<file path="config.mk">
export PLATFORM = sky130hd
export DESIGN_NAME = window_median_with_blend_unit
export DESIGN_NICKNAME = d
export VERILOG_FILES = /design/src/rtl/wmb_pkg.sv /design/src/rtl/wmb_store.sv /design/src/rtl/wmb_mul.sv /design/src/rtl/wmb_ctrl.sv /design/src/rtl/window_median_with_blend_unit.sv
export SDC_FILE = /design/constraint.sdc
export NUM_CORES = 2
export LEC_CHECK = 0
export ABC_AREA = 1
export BUFFER_PORTS_ARGS = -buffer_cell sky130_fd_sc_hd__buf_2
export CORE_MARGIN = 2
export CORE_UTILIZATION = 52
export CTS_BUF_LIST = sky130_fd_sc_hd__clkbuf_8
export DETAILED_ROUTE_END_ITERATION = 12
export PLACE_DENSITY = 0.68
export SLEW_MARGIN = 40
export SYNTH_ARGS = -nofsm -noshare
export SYNTH_HDL_FRONTEND = slang
export SYNTH_HIERARCHICAL = 1
export SYNTH_SLANG_ARGS = --single-unit
</file>
<file path="constraint.sdc">
create_clock -name clk -period 11.7 [get_ports clk]
set_clock_uncertainty 0.05 [all_clocks]
set_input_delay 0 -clock clk [delete_from_list [all_inputs] [get_ports clk]]
set_output_delay 0 -clock clk [all_outputs]
set_load 0.01 [all_outputs]
</file>
<file path="src/rtl/wmb_pkg.sv">
`timescale 1ns / 1ps
package wmb_pkg;

  // Window capacity and derived widths
  localparam int WINDOW  = 64;
  localparam int ADDR_W  = (WINDOW > 1) ? $clog2(WINDOW) : 1;
  localparam int CNT_W   = $clog2(WINDOW + 1);

  localparam int DATA_W  = 32;
  localparam int FACT_W  = 17;
  localparam int MUL_A_W = FACT_W + 2;
  localparam int MUL_B_W = DATA_W + 1;
  localparam int PROD_W  = MUL_A_W + MUL_B_W;
  localparam int SHIFT_Q = FACT_W;

  localparam logic [FACT_W-1:0] FACTOR_ONE   = 17'd65536;
  localparam logic [FACT_W-1:0] FACTOR_RESET = 17'd42598;

  // APB register map
  localparam int PADDR_W = 3;
  localparam logic REG_MODE   = 1'b0;
  localparam logic REG_FACTOR = 1'b1;

  typedef enum logic [2:0] {
    ST_IDLE,
    ST_SHIFT,
    ST_RD_LO,
    ST_RD_HI,
    ST_RD_MID,
    ST_MUL_MID,
    ST_MUL_SIDE,
    ST_SUM
  } state_t;

  typedef struct packed {
    logic              we;
    logic [ADDR_W-1:0] waddr;
    logic [DATA_W-1:0] wdata;
    logic [ADDR_W-1:0] raddr;
  } mem_req_t;

  typedef struct packed {
    logic signed [MUL_A_W-1:0] a;
    logic signed [MUL_B_W-1:0] b;
  } mul_op_t;

endpackage

</file>
<file path="src/rtl/wmb_store.sv">
`timescale 1ns / 1ps
module wmb_store (
  input  logic                            clk,
  input  wmb_pkg::mem_req_t               req,
  output logic [wmb_pkg::DATA_W-1:0]      rdata
);

  logic [wmb_pkg::DATA_W-1:0] mem [wmb_pkg::WINDOW];

  // Single write port, registered read port
  always_ff @(posedge clk) begin
    if (req.we) begin
      mem[req.waddr] <= req.wdata;
    end
    rdata <= mem[req.raddr];
  end

endmodule

</file>
<file path="src/rtl/wmb_mul.sv">
`timescale 1ns / 1ps
module wmb_mul (
  input  logic                              clk,
  input  wmb_pkg::mul_op_t                  op,
  output logic signed [wmb_pkg::PROD_W-1:0] prod
);

  // Shared signed multiplier, product registered
  always_ff @(posedge clk) begin
    prod <= wmb_pkg::PROD_W'(op.a) * wmb_pkg::PROD_W'(op.b);
  end

endmodule

</file>
<file path="src/rtl/wmb_ctrl.sv">
`timescale 1ns / 1ps
module wmb_ctrl (
  input  logic                               clk,
  input  logic                               rst,
  input  logic                               start,
  input  logic signed [wmb_pkg::DATA_W-1:0]  sample,
  input  logic                               last,
  input  logic                               blend_mode,
  input  logic [wmb_pkg::FACT_W-1:0]         blend_factor,
  output wmb_pkg::mem_req_t                  req,
  input  logic [wmb_pkg::DATA_W-1:0]         rdata,
  output wmb_pkg::mul_op_t                   mul_op,
  input  logic signed [wmb_pkg::PROD_W-1:0]  prod,
  output logic                               busy,
  output logic                               done,
  output logic signed [wmb_pkg::DATA_W-1:0]  median,
  output logic [6:0]                         sample_count,
  output logic                               truncated
);

  wmb_pkg::state_t state, state_next;

  logic [wmb_pkg::CNT_W-1:0]          fill, fill_next;
  logic                               dropped, dropped_next;
  logic [wmb_pkg::ADDR_W-1:0]         j, j_next;
  logic signed [wmb_pkg::DATA_W-1:0]  v, v_next;
  logic                               last_q, last_q_next;
  logic signed [wmb_pkg::DATA_W:0]    side, side_next;
  logic signed [wmb_pkg::PROD_W-1:0]  acc, acc_next;
  logic                               done_next;
  logic signed [wmb_pkg::DATA_W-1:0]  median_next;
  logic [6:0]                         count_next;
  logic                               trunc_next;

  logic                               use_blend;
  logic [wmb_pkg::ADDR_W-1:0]         mid, lo_addr, hi_addr;
  logic [wmb_pkg::FACT_W-1:0]         f_eff, f_rem;
  logic signed [wmb_pkg::DATA_W:0]    pair_sum;
  logic signed [wmb_pkg::PROD_W-1:0]  total;

  // Median addressing from the current count
  assign use_blend = blend_mode && (fill >= wmb_pkg::CNT_W'(3));
  assign mid       = wmb_pkg::ADDR_W'(fill >> 1);
  assign lo_addr   = (use_blend || !fill[0]) ? mid - 1'b1 : mid;
  assign hi_addr   = use_blend ? mid + 1'b1 : mid;

  // Blend weights, factor clamped to one
  assign f_eff = (blend_factor > wmb_pkg::FACTOR_ONE) ? wmb_pkg::FACTOR_ONE : blend_factor;
  assign f_rem = wmb_pkg::FACTOR_ONE - f_eff;

  assign pair_sum = side + {rdata[wmb_pkg::DATA_W-1], rdata};
  assign total    = acc + prod;

  assign busy = (state != wmb_pkg::ST_IDLE);

  // State register
  always_ff @(posedge clk) begin
    if (rst) begin
      state <= wmb_pkg::ST_IDLE;
    end else begin
      state <= state_next;
    end
  end

  // Control and datapath registers
  always_ff @(posedge clk) begin
    if (rst) begin
      fill    <= '0;
      dropped <= 1'b0;
      done    <= 1'b0;
    end else begin
      fill    <= fill_next;
      dropped <= dropped_next;
      done    <= done_next;
    end
    j            <= j_next;
    v            <= v_next;
    last_q       <= last_q_next;
    side         <= side_next;
    acc          <= acc_next;
    median       <= median_next;
    sample_count <= count_next;
    truncated    <= trunc_next;
  end

  // Sequencer: insertion walk, then median fetch and, in blend mode, the blend
  always_comb begin
    state_next   = state;
    fill_next    = fill;
    dropped_next = dropped;
    j_next       = j;
    v_next       = v;
    last_q_next  = last_q;
    side_next    = side;
    acc_next     = acc;
    done_next    = 1'b0;
    median_next  = median;
    count_next   = sample_count;
    trunc_next   = truncated;
    req.we       = 1'b0;
    req.waddr    = j;
    req.wdata    = v;
    req.raddr    = wmb_pkg::ADDR_W'(fill - 1'b1);
    mul_op.a     = '0;
    mul_op.b     = '0;

    case (state)
      wmb_pkg::ST_IDLE: begin
        // top entry is being read for the first compare
        if (start) begin
          v_next      = sample;
          last_q_next = last;
          if (fill < wmb_pkg::CNT_W'(wmb_pkg::WINDOW)) begin
            j_next     = wmb_pkg::ADDR_W'(fill);
            state_next = wmb_pkg::ST_SHIFT;
          end else begin
            dropped_next = 1'b1;
            if (last) begin
              state_next = wmb_pkg::ST_RD_LO;
            end
          end
        end
      end

      wmb_pkg::ST_SHIFT: begin
        req.we = 1'b1;
        if (j != '0 && $signed(rdata) > v) begin
          // move larger entry up one slot, fetch the next one down
          req.wdata = rdata;
          req.raddr = j - 2'd2;
          j_next    = j - 1'b1;
        end else begin
          fill_next  = fill + 1'b1;
          state_next = last_q ? wmb_pkg::ST_RD_LO : wmb_pkg::ST_IDLE;
        end
      end

      wmb_pkg::ST_RD_LO: begin
        req.raddr  = lo_addr;
        state_next = wmb_pkg::ST_RD_HI;
      end

      wmb_pkg::ST_RD_HI: begin
        req.raddr = hi_addr;
        side_next = {rdata[wmb_pkg::DATA_W-1], rdata};
        if (!use_blend && fill[0]) begin
          median_next  = rdata;
          count_next   = 7'(fill);
          trunc_next   = dropped;
          done_next    = 1'b1;
          fill_next    = '0;
          dropped_next = 1'b0;
          state_next   = wmb_pkg::ST_IDLE;
        end else begin
          state_next = wmb_pkg::ST_RD_MID;
        end
      end

      wmb_pkg::ST_RD_MID: begin
        req.raddr = mid;
        side_next = pair_sum;
        if (!use_blend) begin
          // floor of the pair mean
          median_next  = pair_sum[wmb_pkg::DATA_W:1];
          count_next   = 7'(fill);
          trunc_next   = dropped;
          done_next    = 1'b1;
          fill_next    = '0;
          dropped_next = 1'b0;
          state_next   = wmb_pkg::ST_IDLE;
        end else begin
          state_next = wmb_pkg::ST_MUL_MID;
        end
      end

      wmb_pkg::ST_MUL_MID: begin
        mul_op.a   = {1'b0, f_eff, 1'b0};
        mul_op.b   = {rdata[wmb_pkg::DATA_W-1], rdata};
        state_next = wmb_pkg::ST_MUL_SIDE;
      end

      wmb_pkg::ST_MUL_SIDE: begin
        acc_next   = prod;
        mul_op.a   = {2'b00, f_rem};
        mul_op.b   = side;
        state_next = wmb_pkg::ST_SUM;
      end

      wmb_pkg::ST_SUM: begin
        // arithmetic shift of the exact sum
        median_next  = total[wmb_pkg::SHIFT_Q +: wmb_pkg::DATA_W];
        count_next   = 7'(fill);
        trunc_next   = dropped;
        done_next    = 1'b1;
        fill_next    = '0;
        dropped_next = 1'b0;
        state_next   = wmb_pkg::ST_IDLE;
      end

      default: begin
        state_next = wmb_pkg::ST_IDLE;
      end
    endcase
  end

endmodule

</file>
<file path="src/rtl/window_median_with_blend_unit.sv">
`timescale 1ns / 1ps
// Insertion walks the new sample past the k stored entries above it (k = 0..63).
// With last set, the result follows the low and high reads (plain, odd count), plus
// the middle read (plain, even) or it, both products and the sum (blend). busy stays
// high until the result strobe; a full window drops samples without an insertion walk.
// Synchronous reset empties the window and restores the register defaults.
// Results are flagged for a single cycle on done; the receiver cannot stall.
module window_median_with_blend_unit (
  input  logic                               clk,
  input  logic                               rst,
  input  logic                               psel,
  input  logic                               penable,
  input  logic                               pwrite,
  input  logic [wmb_pkg::PADDR_W-1:0]        paddr,
  input  logic [31:0]                        pwdata,
  output logic [31:0]                        prdata,
  output logic                               pready,
  input  logic                               start,
  output logic                               busy,
  input  logic signed [wmb_pkg::DATA_W-1:0]  sample,
  input  logic                               last,
  output logic                               done,
  output logic signed [wmb_pkg::DATA_W-1:0]  median,
  output logic [6:0]                         sample_count,
  output logic                               truncated
);

  logic                               blend_mode;
  logic [wmb_pkg::FACT_W-1:0]         blend_factor;
  logic                               reg_idx;
  wmb_pkg::mem_req_t                  req;
  logic [wmb_pkg::DATA_W-1:0]         rdata;
  wmb_pkg::mul_op_t                   mul_op;
  logic signed [wmb_pkg::PROD_W-1:0]  prod;

  assign pready  = 1'b1;
  assign reg_idx = paddr[2];

  // Register writes on the access phase of a transfer
  always_ff @(posedge clk) begin
    if (rst) begin
      blend_mode   <= 1'b0;
      blend_factor <= wmb_pkg::FACTOR_RESET;
    end else if (psel && penable && pwrite && pready) begin
      case (reg_idx)
        wmb_pkg::REG_MODE:   blend_mode   <= pwdata[0];
        wmb_pkg::REG_FACTOR: blend_factor <= pwdata[wmb_pkg::FACT_W-1:0];
        default: begin
        end
      endcase
    end
  end

  // Register readback
  always_comb begin
    case (reg_idx)
      wmb_pkg::REG_MODE:   prdata = {31'd0, blend_mode};
      wmb_pkg::REG_FACTOR: prdata = {{(32-wmb_pkg::FACT_W){1'b0}}, blend_factor};
      default:             prdata = '0;
    endcase
  end

  wmb_store u_store (
    .clk   (clk),
    .req   (req),
    .rdata (rdata)
  );

  wmb_mul u_mul (
    .clk  (clk),
    .op   (mul_op),
    .prod (prod)
  );

  wmb_ctrl u_ctrl (
    .clk          (clk),
    .rst          (rst),
    .start        (start),
    .sample       (sample),
    .last         (last),
    .blend_mode   (blend_mode),
    .blend_factor (blend_factor),
    .req          (req),
    .rdata        (rdata),
    .mul_op       (mul_op),
    .prod         (prod),
    .busy         (busy),
    .done         (done),
    .median       (median),
    .sample_count (sample_count),
    .truncated    (truncated)
  );

  // A window-closing transfer always occupies the unit
  a_last_busy: assert property (@(posedge clk) disable iff (rst)
    (start && !busy && last) |=> busy)
    else $error("last sample accepted without engaging the sequencer");

  // Result strobe comes as the unit returns to idle
  a_done_idle: assert property (@(posedge clk) disable iff (rst)
    done |-> !busy)
    else $error("result strobe while still busy");

  // Strobe is a single-cycle pulse
  a_done_pulse: assert property (@(posedge clk) disable iff (rst)
    done |=> !done)
    else $error("result strobe held over two cycles");

  // Every result reports at least one stored sample
  a_count_nz: assert property (@(posedge clk) disable iff (rst)
    done |-> (sample_count != 7'd0 || wmb_pkg::WINDOW > 127))
    else $error("result with empty window");

endmodule

</file>
==> results.cfg <==
[drt]
detail_route.first_pass.iterations = 8
ant_nets = 0
drc = 0
wl_met2_um = 162000
vias_per_cell = 5.76
wire_per_inst_um = 23.5
topRoutingLayerUsed = met5
wl_met1_um = 149000
drt-initial-drc-count = 11500
routed_wl_um = 371000
vias = 90800
wl_met3_um = 44600

[die]
die_h_um = 489
floorplan.initialDensity_pct = 52.4
fp-row-count = 177
die_x_um = 489
die-area_mm2 = 0.239
design.core.area_mm2 = 0.233
io_pins = 149

[worst_setup_path]
ff2ff_path_depth = 30
cp_data_arrival_time_ps = 10010
crit_path_frequent_cell = fa_1
critPathLaunchType = register
required_ps = 12540
crit_path_end_kind = register
critPathMaxFanout = 33
crit_path_top_delay_cell = fa_1
critPathMaxStageDelay_ps = 840
critPathKind = reg -> reg

[cells_and_area]
drive_above_1_share_pct = 8.12
syn_to_final_growth_pct = 10.7
nets = 13300

[global_routing]
grt_pass1_wl_um = 548000
antenna_found_initial = 15
grt_overflow = 0
grt_pass1_vias = 87800
grt_use_total_pct = 30.8
grt_max_degree = 183

[run_status]
status = complete, no violations

[timing]
relSlewSlack_pct = 36.7
tightestPinTransition_ps = 950
hold_violations = 0
post-route-min-period_ps = 9180
timing.fmax_ghz = 0.109
fin_setup_tns_ps = 0
grt_setup_unrepaired = no
fin_ws_ps = 2520
drv_slew = 0
finalSetupViolations = 0
fin_crit_sh_pct = 78.4

[cts]
path_clk_slew_ps = 60
cts_root_buffer = clkbuf_8
ctsResizeCount = 0
cts_num_sinks = 2320
htreeDepth = 5
clk_latency_ps = 1060
numCtsBuffers = 378
cts_max_path_buffers = 4
post_cts_buffers = 0
cts_tree = done

[power]
p_sw_mw = 20.6
p_total_mw = 39.8
switching_share_pct = 51.7
power.leakage_nw = 56.3
ir_worst_vdd_uv = 581
seqPwrFrac_pct = 27.4
p_int_mw = 19.2
power.density_mw_per_mm2 = 294
combPwrFrac_pct = 56.3
pwr-share-clk_pct = 16.2

[min_path]
min_path_cells = 3
hold_path_class = in -> reg

[synth]
syn_area_mm2 = 0.122
syn_avg_cell_area_um2 = 10.1
synthCells = 12100
yosys_warnings = 6

[placement]
routabilityCongestion = 0.994
place_ws_ps = 2650
port_buffers = 115
place_hpwl_um = 227000

[run]
max-cap-violations = 0
==> power by group through the flow <==
| stage | clock (mW) | combinational, mW | sequential [mW] |
|---|---|---|---|
| global placement | 0 | 21.0 | 11.1 |
| floorplan | 0 | 13.3 | 11.1 |
| finish | 6.46 | 22.4 | 10.9 |
| detailed placement | 0 | 21.6 | 11.1 |
| CTS | 6.54 | 21.7 | 10.9 |
| global route | 6.89 | 23.9 | 10.9 |
==> critical path: cells and delay by family (launching register included) <==
family                     cells  cell delay (ps)
DFF                            1              390
buffers and inverters          4              700
AOI/OAI and AO/OA              3              440
and+or+nand+nor               14             2800
adders and majority gates      9             4630
==> repair_timing <==
item	4_1_cts	5_1_grt
hold endpoints to repair	102	0
endpoints found under the setup margin	0	0
hold buffers	152	0
==> cell usage in the layout (no fill, tap or decap), types with 10 or more instances in the layout <==
master            n
o21ai_1          29
o21bai_1         16
inv_1          1421
nor2_2           17
buf_8            17
dlygate4sd3_1   152
diode_2          10
o21ai_2          16
buf_4           178
dfxtp_1         111
nor2_1          359
clkinv_2         39
o21ai_4          38
nor3_1           23
ha_1            258
inv_2            18
xnor2_1          18
buf_6            15
a21o_1           15
nand4_1          45
clkinv_1         95
buf_12           15
buf_2           115
or2_2            14
clkbuf_8        391
o21ai_0         168
nand2_2          13
edfxtp_1       2209
xor2_1           37
o211ai_1         10
a21oi_1         195
fa_1            594
bufinv_16        10
a21boi_0         13
conb_1           17
nand2_1        3664
nand3_1        2086
nor2_4           66
==> worst paths after layout <==
kind	startpoint	to	slack, ps
min reg2reg	u_mul/prod[1]	u_ctrl/acc[1]	380
min	sample[31]	u_ctrl/v[31]	170
max reg2reg	blend_factor[11]	u_mul/prod[43]	2520
max	blend_factor[11]	u_mul/prod[43]	2520
==> area by class of cell <==
cell class | instances | area [um2]
Timing Repair Buffer | 499 | 4350
Sequential cell | 2320 | 68600
Inverter | 1334 | 5050
Multi-Input combinational cell | 7800 | 46600
Clock inverter | 267 | 1360
Tap cell | 3132 | 3920
Clock buffer | 391 | 5380
Fill cell | 19400 | 97800
Antenna cell | 10 | 25.0
==> per-layer routing <==
layer | track usage (%) | vias to the layer above
met5 | 0 | -
met4 | 11.8 | 6
met3 | 6.71 | 819
met2 | 45.7 | 5168
met1 | 44.5 | 44300
li1 | - | 40500
==> flip-flops by register name, indices dropped and copies added, names as in the netlist <==
register	count
u_ctrl/done	1
u_ctrl/state	3
u_ctrl/acc	49
u_ctrl/side	33
u_ctrl/v	32
u_mul/prod	49
u_ctrl/sample_count	7
u_ctrl/fill	7
u_ctrl/last_q	1
u_ctrl/dropped	1
u_ctrl/truncated	1
blend_mode	1
u_store/rdata	32
u_ctrl/j	6
u_store/mem	2048
u_ctrl/median	32
blend_factor	17
==> through the flow <==
stage	utilization [%]	cells	cell area (um2)	hold WS, ps
after floorplan	-	12100	122000	19.1
after global placement	54.2	14900	126000	131
after detailed placement	54.4	14900	127000	128
after CTS	58.0	15700	135000	50.4
after global routing	58.0	15700	135000	137
final	58.0	15800	135000	167
(Power assumes the default switching activity.)
